## src/sv/nmse_pkg.sv

```systemverilog
// Shared types and constants for the non-max suppression engine.
// Holds the controller/datapath command and status structs and the decay table.
// No dependencies.
package nmse_pkg;

	// decay table geometry: DECAY_N entries over x in [0, 16)
	localparam int DECAY_N     = 256;
	localparam int DECAY_IW    = 8;
	localparam int DECAY_SHIFT = 42 - DECAY_IW;
	localparam logic [63:0] DECAY_STEP = (64'd16 << 30) / DECAY_N;

	// quotient bits of the IoU division (Q1.15 result, up to 1.0)
	localparam int DIV_STEPS = 16;

	// configuration register indexes
	localparam int CFG_IW = 3;
	localparam logic [CFG_IW-1:0] CFG_MAX_SELECT    = 3'd0;
	localparam logic [CFG_IW-1:0] CFG_SCORE_FLOOR   = 3'd1;
	localparam logic [CFG_IW-1:0] CFG_OVERLAP_LIMIT = 3'd2;
	localparam logic [CFG_IW-1:0] CFG_DECAY_SCALE   = 3'd3;
	localparam logic [CFG_IW-1:0] CFG_CENTER_MODE   = 3'd4;

	// datapath operations
	localparam logic [4:0] OP_NONE       = 5'd0;
	localparam logic [4:0] OP_LOAD       = 5'd1;
	localparam logic [4:0] OP_SCAN_START = 5'd2;
	localparam logic [4:0] OP_SCAN_STEP  = 5'd3;
	localparam logic [4:0] OP_TAKE       = 5'd4;
	localparam logic [4:0] OP_BEST       = 5'd5;
	localparam logic [4:0] OP_PL_RD      = 5'd6;
	localparam logic [4:0] OP_BOX_RD     = 5'd7;
	localparam logic [4:0] OP_CORNER     = 5'd8;
	localparam logic [4:0] OP_DIFF       = 5'd9;
	localparam logic [4:0] OP_AREA       = 5'd10;
	localparam logic [4:0] OP_UNI        = 5'd11;
	localparam logic [4:0] OP_DIV        = 5'd12;
	localparam logic [4:0] OP_IOU        = 5'd13;
	localparam logic [4:0] OP_DROP       = 5'd14;
	localparam logic [4:0] OP_NEXT       = 5'd15;
	localparam logic [4:0] OP_SQ         = 5'd16;
	localparam logic [4:0] OP_TMUL       = 5'd17;
	localparam logic [4:0] OP_LUT        = 5'd18;
	localparam logic [4:0] OP_MULS       = 5'd19;
	localparam logic [4:0] OP_APPLY      = 5'd20;
	localparam logic [4:0] OP_DEC        = 5'd21;
	localparam logic [4:0] OP_PICK       = 5'd22;
	localparam logic [4:0] OP_FIN        = 5'd23;

	typedef struct packed {
		logic [4:0] op;
	} nmse_cmd_t;

	typedef struct packed {
		logic limit_hit;   // pick count reached the clamped max_select
		logic scan_end;    // scan pointer reached load count
		logic found;       // scan found a live candidate
		logic k_more;      // more picks to compare and score above floor
		logic div_done;
		logic hard;        // decay_scale is zero
		logic iou_ge;      // iou >= overlap_limit
		logic keep;
		logic same;        // score unchanged by the comparisons
		logic pend_valid;  // a pick waits for its end flag
		logic out_free;    // output register can take a beat
	} nmse_status_t;

	typedef logic [DECAY_N-1:0][15:0] decay_lut_t;

	// exp(-x) samples in Q1.15 via a repeated-product of a series step
	function automatic decay_lut_t build_decay_lut();
		decay_lut_t lut;
		logic [63:0] term;
		logic [63:0] p;
		logic [63:0] r;
		logic signed [63:0] sum;
		term = 64'd1 << 30;
		sum  = 64'sd1 << 30;
		p    = 64'd1 << 30;
		for (int n = 1; n <= 24; n++) begin
			term = ((term * DECAY_STEP) >> 30) / 64'(n);
			if (n % 2 == 1) sum = sum - $signed(term);
			else            sum = sum + $signed(term);
		end
		r = (sum > 0) ? 64'(sum) : 64'd0;
		for (int k = 0; k < DECAY_N; k++) begin
			lut[k] = 16'((p + 64'd16384) >> 15);
			p = (p * r + (64'd1 << 29)) >> 30;
		end
		return lut;
	endfunction

	localparam decay_lut_t DECAY_LUT = build_decay_lut();

endpackage

```

## src/sv/nmse_ctrl.sv

```systemverilog
// Controller state machine of the non-max suppression engine.
// Sequences load, candidate scan, IoU compare and emit; depends on nmse_pkg.
module nmse_ctrl (
	input  logic                  clk,
	input  logic                  arst_n,
	input  logic                  in_valid,
	input  logic                  final_box,
	input  nmse_pkg::nmse_status_t st,
	output logic                  in_ready,
	output nmse_pkg::nmse_cmd_t   cmd
);

	localparam logic [4:0] S_LOAD  = 5'd0;
	localparam logic [4:0] S_SEL   = 5'd1;
	localparam logic [4:0] S_SCAN  = 5'd2;
	localparam logic [4:0] S_DRAIN = 5'd3;
	localparam logic [4:0] S_PCHK  = 5'd4;
	localparam logic [4:0] S_BEST  = 5'd5;
	localparam logic [4:0] S_CTOP  = 5'd6;
	localparam logic [4:0] S_PLW   = 5'd7;
	localparam logic [4:0] S_BOXW  = 5'd8;
	localparam logic [4:0] S_DIFF  = 5'd9;
	localparam logic [4:0] S_AREA  = 5'd10;
	localparam logic [4:0] S_UNI   = 5'd11;
	localparam logic [4:0] S_DIV   = 5'd12;
	localparam logic [4:0] S_IOU   = 5'd13;
	localparam logic [4:0] S_HARD  = 5'd14;
	localparam logic [4:0] S_SQ    = 5'd15;
	localparam logic [4:0] S_TMUL  = 5'd16;
	localparam logic [4:0] S_LUT   = 5'd17;
	localparam logic [4:0] S_MULS  = 5'd18;
	localparam logic [4:0] S_APPLY = 5'd19;
	localparam logic [4:0] S_DEC   = 5'd20;
	localparam logic [4:0] S_PICK  = 5'd21;
	localparam logic [4:0] S_FIN   = 5'd22;

	logic [4:0] state_q;
	logic [4:0] state_d;

	assign in_ready = (state_q == S_LOAD);

	always_comb begin
		state_d = state_q;
		cmd.op  = nmse_pkg::OP_NONE;
		case (state_q)
			S_LOAD: begin
				if (in_valid) begin
					cmd.op = nmse_pkg::OP_LOAD;
					if (final_box) state_d = S_SEL;
				end
			end
			S_SEL: begin
				if (st.limit_hit) begin
					state_d = S_FIN;
				end else begin
					cmd.op  = nmse_pkg::OP_SCAN_START;
					state_d = S_SCAN;
				end
			end
			S_SCAN: begin
				if (st.scan_end) state_d = S_DRAIN;
				else cmd.op = nmse_pkg::OP_SCAN_STEP;
			end
			S_DRAIN: state_d = S_PCHK;
			S_PCHK: begin
				if (!st.found) begin
					state_d = S_FIN;
				end else begin
					cmd.op  = nmse_pkg::OP_TAKE;
					state_d = S_BEST;
				end
			end
			S_BEST: begin
				cmd.op  = nmse_pkg::OP_BEST;
				state_d = S_CTOP;
			end
			S_CTOP: begin
				if (st.k_more) begin
					cmd.op  = nmse_pkg::OP_PL_RD;
					state_d = S_PLW;
				end else begin
					state_d = S_DEC;
				end
			end
			S_PLW: begin
				cmd.op  = nmse_pkg::OP_BOX_RD;
				state_d = S_BOXW;
			end
			S_BOXW: begin
				cmd.op  = nmse_pkg::OP_CORNER;
				state_d = S_DIFF;
			end
			S_DIFF: begin
				cmd.op  = nmse_pkg::OP_DIFF;
				state_d = S_AREA;
			end
			S_AREA: begin
				cmd.op  = nmse_pkg::OP_AREA;
				state_d = S_UNI;
			end
			S_UNI: begin
				cmd.op  = nmse_pkg::OP_UNI;
				state_d = S_DIV;
			end
			S_DIV: begin
				if (st.div_done) state_d = S_IOU;
				else cmd.op = nmse_pkg::OP_DIV;
			end
			S_IOU: begin
				cmd.op  = nmse_pkg::OP_IOU;
				state_d = st.hard ? S_HARD : S_SQ;
			end
			S_HARD: begin
				if (st.iou_ge) begin
					cmd.op  = nmse_pkg::OP_DROP;
					state_d = S_DEC;
				end else begin
					cmd.op  = nmse_pkg::OP_NEXT;
					state_d = S_CTOP;
				end
			end
			S_SQ: begin
				cmd.op  = nmse_pkg::OP_SQ;
				state_d = S_TMUL;
			end
			S_TMUL: begin
				cmd.op  = nmse_pkg::OP_TMUL;
				state_d = S_LUT;
			end
			S_LUT: begin
				cmd.op  = nmse_pkg::OP_LUT;
				state_d = S_MULS;
			end
			S_MULS: begin
				cmd.op  = nmse_pkg::OP_MULS;
				state_d = S_APPLY;
			end
			S_APPLY: begin
				cmd.op  = nmse_pkg::OP_APPLY;
				state_d = S_CTOP;
			end
			S_DEC: begin
				cmd.op  = nmse_pkg::OP_DEC;
				state_d = (st.keep && st.same) ? S_PICK : S_SEL;
			end
			S_PICK: begin
				if (!st.pend_valid || st.out_free) begin
					cmd.op  = nmse_pkg::OP_PICK;
					state_d = S_SEL;
				end
			end
			S_FIN: begin
				if (st.out_free) begin
					cmd.op  = nmse_pkg::OP_FIN;
					state_d = S_LOAD;
				end
			end
			default: state_d = S_LOAD;
		endcase
	end

	always_ff @(posedge clk or negedge arst_n) begin
		if (!arst_n) state_q <= S_LOAD;
		else state_q <= state_d;
	end

endmodule

```

## config.mk

```make
export PLATFORM = sky130hd
export DESIGN_NAME = nmse_ctrl
export DESIGN_NICKNAME = d
export VERILOG_FILES = /design/src/sv/nmse_pkg.sv /design/src/sv/nmse_ctrl.sv
export SDC_FILE = /design/constraint.sdc
export NUM_CORES = 1
export LEC_CHECK = 0
export ABC_AREA = 1
export BUFFER_PORTS_ARGS = -buffer_cell sky130_fd_sc_hd__clkbuf_2
export CAP_MARGIN = 30
export CORE_MARGIN = 5
export CORE_UTILIZATION = 40
export DETAILED_ROUTE_END_ITERATION = 16
export PLACE_DENSITY = 0.59
export RECOVER_POWER = 100
export SYNTH_ARGS = -nofsm -noshare
export SYNTH_HDL_FRONTEND = slang
export SYNTH_SLANG_ARGS = --single-unit
```

## constraint.sdc

```tcl
create_clock -name clk -period 1.8 [get_ports clk]
set_input_delay 0.18 -clock clk [delete_from_list [all_inputs] [get_ports clk]]
set_output_delay 0.18 -clock clk [all_outputs]
set_load 0.05 [all_outputs]
```

==> results.toml, run 1 <==
[clocking]
cts_buffer_depth = 2
cts.sinks = 5
cts_buffers = 3
root_buffer = "clkbuf_4"
cts_tree = "done"
clk_pin_slew_ns = 0.05
worstSkewPairLatency_ns = 0.24
htreeDepth = 1

[yosys]
ys_ff_latch = 5
synth_area_per_cell_um2 = 6.14
ys_warn_count = 0
yosysUniqueCellTypes = 26
synth.net_count = 160
postSynthCellCount = 145
yosysSeqAreaShare_pct = 14.0
synth.cell_area_um2 = 891

[die]
die_area_um2 = 3270
die_height_um = 57.2
rows = 17
io-pin-count = 21
coreArea_um2 = 2170
start_util_pct = 41.1
fp.dieW_um = 57.2

[setup_path]
critPathSlowestCell = "dfrtp_2"
start_kind = "flip-flop"
required_ns = 1.62
slowest_delay_ns = 0.44
critical_path.cell_chain = "buf_6 > nor2_4 > nand3_2 > o21ai_1 > inv_1 > nand2_1 > nor2_1 > nand3b_1 > buf_8"
path_buf_inv = 3
r2r.worst_path.cells = 9
cp_max_fo = 4
worstPathArrival_ns = 1.61
r2r_end = "state_q[1]$_DFFE_PN0P_"
end_kind = "primary output"
rr_startpoint = "state_q[2]$_DFFE_PN0P_"
critPathKind = "reg -> out"
crit_family = "simple AND/OR/NAND/NOR gates"
reg2reg_slack_ns = 0.32

[timing]
hold_violations = 0
min_period_ns = 1.79
timing.fmax_ghz = 0.558
rsz0062_at_grt = "yes"
drv_slew = 0
relSlewSlack_pct = 81.7
layout_worst_path_cycle_share_pct = 99.5
worst_pin_slew_ns = 0.276
setup_slack_ns = 0.00921
clock_skew_ns = 0.00316
setup_viol = 0

[grt]
grt_usage_pct = 17.3
grt_max_degree = 13
grt_antenna_before_repair = 0
grt_pass1_wl_um = 4620
grt_pass1_vias = 1051
grt-ovfl-total = 0

[finish]
finalNonFillerCells = 218
mostFrequentLayoutCell = "nand2_1"
drive_above_1_share_pct = 48.4
regMostFlops = "state_q"
fin_nets = 206
largest_reg_flops = 5
final_area_um2 = 1340
area_delta_synth_final_pct = 50.1
reg.largest.list = "state_q x5"
nFillCells = 224
final_cell_mix = "42 x nand2_1, 20 x buf_4, 15 x clkbuf_2"
finish.utilization_pct = 61.6
diodes = 0

[detailed_routing]
drt_wl_total_um = 2850
antenna_left = 0
vias = 1120
post_drt_wl_per_cell_um = 13.1
dr.pass1.iters = 4
drt_iter0_drc = 39
vias_per_cell = 5.14
drc = 0

[placement]
dpl_cell_area_um2 = 1050
dp_hpwl_um = 2220
gp_congestion = 0.900
place_inst = 198
dp_slack_ns = 0.0633
port_buffers = 20

[hold_path]
hold_path.class = "in -> reg"
hp-start = "st[1]"
hold_path_depth = 3
min_to = "state_q[0]$_DFFE_PN0P_"

[power_and_ir_drop]
power_density_nw_per_um2 = 2060
finalPower_mw = 2.75
ir_drop_mv = 1.37
cellLeakagePower_nw = 0.745

[run]
max_cap_violations = 0

[outcome]
outcome = "finished, final reports clean"
==> timing repair <==
item / in CTS / in global routing
gates resized for setup: 17 / 28
gates cloned: 0 / 0
pin swaps: 1 / 11
setup buffers: 6 / 9
hold buffers: 1 / 0
hold endpoints to repair: 5 / 0
setup endpoints to repair: 6 / 5
==> tightest hold or removal path, delay by kind of cell <==
family	cells	cell delay, ns
buf+inv	1	0.10
simple gates	2	0.17
==> synth_stat cells <==
cell type,n,area share (%)
nand2_2,3,2.1
nand3_1,18,10
nor2_1,13,5.5
o21ai_1,1,0.56
nor2_4,5,6.3
o21ai_0,3,1.7
o211a_1,1,1.1
inv_4,2,1.4
nand3b_1,2,1.7
nand3_2,5,5.6
nand2_1,48,20
inv_1,12,5.1
nand3b_4,1,2.2
o31ai_1,1,0.84
dfrtp_1,5,14
o211ai_1,1,0.84
inv_2,4,1.7
nor2_8,1,2.2
and3_2,1,0.84
nor2_2,1,0.70
nor3_1,4,2.2
nand4_1,4,2.8
a21oi_1,2,1.1
nand4_2,1,1.4
nand2_4,2,2.5
buf_6,4,5.1
==> per-stage QoR <==
| stage | hold slack [ns] | setup TNS [ns] |
|---|---|---|
| 6_report | 0.245 | 0 |
| 2_1_floorplan | -0.116 | 0 |
| 4_1_cts | 0.235 | 0 |
| 3_3_place_gp | -0.000684 | 0 |
| 5_1_grt | 0.248 | -0.0945 |
| 3_5_place_dp | 0.00139 | 0 |
==> per-layer routing <==
metal  part of all wire [%]  track usage, %  vias to the layer above
met4                   0.18            3.64                        0
met2                     52            31.0                       40
met1                     41            22.7                      515
li1                       -               -                      563
met5                      0               0                        -
met3                    6.4           0.905                        2
==> cell families (layout without fill, tap and decap cells) <==
| group | Yosys count | count (layout) | share of synthesized area, % |
|---|---|---|---|
| AND/OR/NAND/NOR | 109 | 109 | 66.6 |
| flip-flops | 5 | 5 | 14.0 |
| buffers and inverters | 22 | 67 | 13.2 |
| AO/OA/AOI/OAI | 9 | 9 | 6.18 |
==> layout make-up <==
type	count	area (um^2)	share of cell area [%]
flip-flops and latches	5	130	9.73
clock buffers	4	26.3	1.96
well taps	28	35.0	2.62
multi-input cells	118	726	54.3
inverters	18	80.1	5.99
repair buffers	45	340	25.4
==> worst max-delay path by stage <==
stage / cells after the start / end / startpoint / slack [ns]
after floorplan: 7 / cmd[0] / state_q[4]$_DFFE_PN0P_ / 0.09
final: 9 / cmd[1] / state_q[3]$_DFFE_PN0P_ / 0.009
after global placement: 9 / cmd[1] / state_q[1]$_DFFE_PN0P_ / 0.07
after detailed placement: 6 / cmd[0] / state_q[1]$_DFFE_PN0P_ / 0.06
after CTS: 6 / cmd[0] / state_q[1]$_DFFE_PN0P_ / 0.007
after global routing: 9 / cmd[1] / state_q[3]$_DFFE_PN0P_ / -0.04
==> power breakdown <==
part	internal (mW)	switching, mW
registers	0.177	0.0998
clock network	0.0838	0.0450
logic	0.933	1.42
total	1.19	1.56
(Power assumes the default switching activity.)
==> inputs of run 2 (changes only) <==
==> constraint.sdc (replaced) <==
create_clock -name clk -period 1.8 [get_ports clk]
set_input_delay 0.09 -clock clk [delete_from_list [all_inputs] [get_ports clk]]
set_output_delay 0.09 -clock clk [all_outputs]
set_load 0.05 [all_outputs]
==> results.toml, run 2 (same netlist as run 1, synthesis figures left out) <==
[finish]
final_cell_mix = "45 x nand2_1, 16 x nand3_1, 15 x clkbuf_2, 15 x buf_4"
area_delta_synth_final_pct = 33.7
largest_reg_flops = 5
fin_nets = 196
drive_above_1_share_pct = 41.7
final_area_um2 = 1190
finish.utilization_pct = 54.9
diodes = 0
reg.largest.list = "state_q x5"
mostFrequentLayoutCell = "nand2_1"
regMostFlops = "state_q"

[clocking]
htreeDepth = 1
cts_tree = "done"
cts.sinks = 5
cts_buffer_depth = 2
root_buffer = "clkbuf_4"
clk_pin_slew_ns = 0.04
worstSkewPairLatency_ns = 0.24
cts_buffers = 3

[power_and_ir_drop]
finalPower_mw = 2.49
cellLeakagePower_nw = 0.678
ir_drop_mv = 1.20
power_density_nw_per_um2 = 2090

[detailed_routing]
post_drt_wl_per_cell_um = 13.1
drt_iter0_drc = 73
vias = 1056
vias_per_cell = 5.08
drt_wl_total_um = 2730
antenna_left = 0
drc = 0
dr.pass1.iters = 4

[grt]
grt_pass1_wl_um = 4260
grt_pass1_vias = 924
grt_usage_pct = 16.4
grt_max_degree = 13
grt_antenna_before_repair = 0
grt-ovfl-total = 0

[placement]
dp_hpwl_um = 2190
port_buffers = 20
gp_congestion = 0.950
dp_slack_ns = 0.109
dpl_cell_area_um2 = 1050

[die]
io-pin-count = 21
start_util_pct = 41.1
die_height_um = 57.2
fp.dieW_um = 57.2
coreArea_um2 = 2170
rows = 17
die_area_um2 = 3270

[timing]
timing.fmax_ghz = 0.567
setup_viol = 0
rsz0062_at_grt = "yes"
relSlewSlack_pct = 79.2
hold_violations = 0
min_period_ns = 1.76
worst_pin_slew_ns = 0.312
setup_slack_ns = 0.0363
layout_worst_path_cycle_share_pct = 98.0
drv_slew = 0
clock_skew_ns = 0.000787

[setup_path]
end_kind = "primary output"
rr_startpoint = "state_q[1]$_DFFE_PN0P_"
crit_family = "simple AND/OR/NAND/NOR gates"
cp_max_fo = 4
slowest_delay_ns = 0.43
r2r.worst_path.cells = 11
worstPathArrival_ns = 1.67
path_buf_inv = 3
critical_path.cell_chain = "buf_4 > nand3_2 > inv_2 > nand2_2 > nand3_1 > nor3_2 > nand2_1 > buf_4"
cp-startpoint = "state_q[3]$_DFFE_PN0P_"
reg2reg_slack_ns = 0.28
critPathKind = "reg -> out"
worst_path_most_repeated_cell = "buf_4"
r2r_end = "state_q[0]$_DFFE_PN0P_"
critPathSlowestCell = "dfrtp_2"
required_ns = 1.71
start_kind = "flip-flop"

[run]
max_cap_violations = 0

[hold_path]
hold_path.class = "in -> reg"
hp-start = "st[1]"
min_to = "state_q[0]$_DFFE_PN0P_"
hold_path_depth = 3

[outcome]
outcome = "finished, final reports clean"
[run 2: through the flow]
step | hold WS (ns) | TNS [ns] | cells
2_1_floorplan | -0.206 | 0 | 145
4_1_cts | 0.139 | 0 | 202
3_5_place_dp | -0.0805 | 0 | 197
6_report | 0.142 | 0 | 208
3_3_place_gp | -0.0799 | 0 | 197
5_1_grt | 0.151 | -0.0660 | 208
[run 2: cell type report]
cell class | instances | area, um^2
Fill cell | 231 | 978
Multi-Input combinational cell | 118 | 681
Timing Repair Buffer | 35 | 244
Sequential cell | 5 | 130
Inverter | 18 | 75.1
Tap cell | 28 | 35.0
Clock buffer | 4 | 26.3
[run 2: worst register-to-register path: cells and delay by family, from the launching register on]
family / cells / cell delay, ns
simple gates: 8 / 0.51
buf+inv: 3 / 0.42
flops: 1 / 0.46
[run 2: layer usage]
| layer | global-route usage, % | part of all wire (%) |
|---|---|---|
| met3 | 1.36 | 4.7 |
| met4 | 5.30 | 0.22 |
| met5 | 0 | 0 |
| met1 | 23.3 | 45 |
| met2 | 25.9 | 50 |
[run 2: worst max path at each step]
stage	end	depth (start not counted)
after floorplan	cmd[0]	7
final	cmd[2]	8
after global placement	cmd[2]	7
after CTS	cmd[2]	8
after detailed placement	cmd[1]	7
after global routing	cmd[2]	7
[run 2: what timing repair did]
item                       CTS  global route
pin swaps                    0             6
cloned                       0             0
setup buffers                0             6
hold buffers                 1             0
setup endpoints to repair    4             5
gates resized for setup      7            18
hold endpoints to repair     5             0
[run 2: power breakdown]
group / leakage [nW] / switching (mW) / total [mW] / internal (mW)
Clock: 0.0150 / 0.0465 / 0.130 / 0.0838
Combinational: 0.604 / 1.32 / 2.07 / 0.752
Sequential: 0.0584 / 0.107 / 0.284 / 0.177
==> inputs of run 3 (changes only) <==
--- a/config.mk
+++ b/config.mk
@@ -6,12 +6,13 @@
 export NUM_CORES = 1
 export LEC_CHECK = 0
 export ABC_AREA = 1
-export BUFFER_PORTS_ARGS = -buffer_cell sky130_fd_sc_hd__clkbuf_2
 export CAP_MARGIN = 30
 export CORE_MARGIN = 5
 export CORE_UTILIZATION = 40
 export DETAILED_ROUTE_END_ITERATION = 16
-export PLACE_DENSITY = 0.59
+export DONT_BUFFER_PORTS = 1
+export MAX_ROUTING_LAYER = met4
+export PLACE_DENSITY = 0.51
 export RECOVER_POWER = 100
 export SYNTH_ARGS = -nofsm -noshare
 export SYNTH_HDL_FRONTEND = slang
==> results.toml, run 3 (same netlist as run 1, synthesis figures left out) <==
[setup_path]
critical_path.cell_chain = "inv_2 > nand3_1 > o21ai_1 > inv_1 > nand2_1 > nor2_1 > nand3b_1 > buf_12"
required_ns = 1.71
slowest_delay_ns = 0.47
worstPathArrival_ns = 1.73
critPathKind = "reg -> out"
start_kind = "flip-flop"
reg2reg_slack_ns = 0.27
cp_max_fo = 6
critPathSlowestCell = "dfrtp_2"
end_kind = "primary output"

[finish]
diodes = 0
final_cell_mix = "44 x nand2_1, 19 x buf_4, 14 x nand3_1"
largest_reg_flops = 5
finish.utilization_pct = 58.0
drive_above_1_share_pct = 42.2
mostFrequentLayoutCell = "nand2_1"
area_delta_synth_final_pct = 41.2
final_area_um2 = 1260
multi_input_area_um2 = 702
reg.largest.list = "state_q x5"
regMostFlops = "state_q"
fin_nets = 189
seq_area_um2 = 130
nFillCells = 195

[timing]
worst_pin_slew_ns = 0.318
hold_violations = 0
timing.fmax_ghz = 0.549
setup_slack_ns = -0.0209
relSlewSlack_pct = 78.8
setup_viol = 1
rsz0062_at_grt = "yes"
layout_worst_path_cycle_share_pct = 101
drv_slew = 0
holdWs_ns = 0.0292
clock_skew_ns = 0.00765
min_period_ns = 1.82

[run]
max_cap_violations = 0

[grt]
grt_pass1_vias = 926
grt_pass1_wl_um = 4250
grt_max_degree = 13
grt-ovfl-total = 0
grt_antenna_before_repair = 0
grt_usage_pct = 17.0

[placement]
dp_hpwl_um = 2150
gp_congestion = 0.950
port_buffers = 0
dp_slack_ns = 0.133
dpl_cell_area_um2 = 1010

[die]
die_height_um = 57.2
coreArea_um2 = 2170
io-pin-count = 21
rows = 17
die_area_um2 = 3270
fp.dieW_um = 57.2
start_util_pct = 41.1

[clocking]
cts_tree = "done"
cts_buffers = 3
cts.sinks = 5
clk_pin_slew_ns = 0.05
root_buffer = "clkbuf_4"
htreeDepth = 1
worstSkewPairLatency_ns = 0.25
cts_buffer_depth = 2

[power_and_ir_drop]
cellLeakagePower_nw = 0.683
finalPower_mw = 2.89
ir_drop_mv = 2.08
power_density_nw_per_um2 = 2300

[detailed_routing]
drc = 0
vias_per_cell = 5.23
dr.pass1.iters = 4
drt_iter0_drc = 51
vias = 1051
drt_wl_total_um = 2930
antenna_left = 0
post_drt_wl_per_cell_um = 14.6

[outcome]
failed_checks = "setup timing"
outcome = "complete, but fails checks"

[hold_path]
hold_path.class = "in -> reg"
==> run 3: per-layer routing <==
layer / GRT usage [%] / vias to the layer above / routed length (um)
li1: - / 528 / -
met1: 20.2 / 479 / 1180
met2: 30.5 / 44 / 1580
met3: 0.905 / 0 / 174
met4: 4.97 / 0 / 0
met5: - / - / 0
==> run 3: critical path, delay by kind of cell, from the launching register on <==
family / cells / cell delay [ns]
simple gates: 4 / 0.44
buf+inv: 3 / 0.37
flops: 1 / 0.47
compound gates: 1 / 0.20
==> run 3: worst paths after layout <==
kind / endpoint / start / depth (start not counted)
worst max-delay path: cmd[1] / state_q[2]$_DFFE_PN0P_ / 8
worst min-delay path: state_q[0]$_DFFE_PN0P_ / st[1] / 2
worst max register to register: state_q[4]$_DFFE_PN0P_ / state_q[0]$_DFFE_PN0P_ / 10
worst min register to register: state_q[1]$_DFFE_PN0P_ / state_q[1]$_DFFE_PN0P_ / 2
max in group asynchronous: state_q[3]$_DFFE_PN0P_ / arst_n / 1
min in group asynchronous: state_q[2]$_DFFE_PN0P_ / arst_n / 1
==> run 3: through the flow <==
step	TNS, ns	std cells
3_3_place_gp	0	180
2_1_floorplan	0	145
6_report	-0.0209	201
5_1_grt	-0.249	201
4_1_cts	0	185
3_5_place_dp	0	180
==> run 3: final cells by class <==
type | count | share of cell area, %
Multi-Input combinational cell | 118 | 55.8
Clock buffer | 4 | 2.09
Inverter | 18 | 6.17
Timing Repair Buffer | 28 | 22.8
Sequential cell | 5 | 10.3
Tap cell | 28 | 2.79
==> run 3: timing repair <==
action / in CTS / in global routing
endpoints found under the setup margin: 4 / 4
gates cloned: 0 / 0
hold endpoints to repair: 5 / 0
setup buffers: 0 / 16
pin swaps: 0 / 12
resized for setup: 3 / 21
hold buffers: 1 / 0
==> run 3: where the power goes <==
group	total (mW)	internal, mW	switching, mW
registers	0.319	0.176	0.144
logic	2.44	1.04	1.39
clock network	0.135	0.0842	0.0509
total	2.89	1.30	1.59
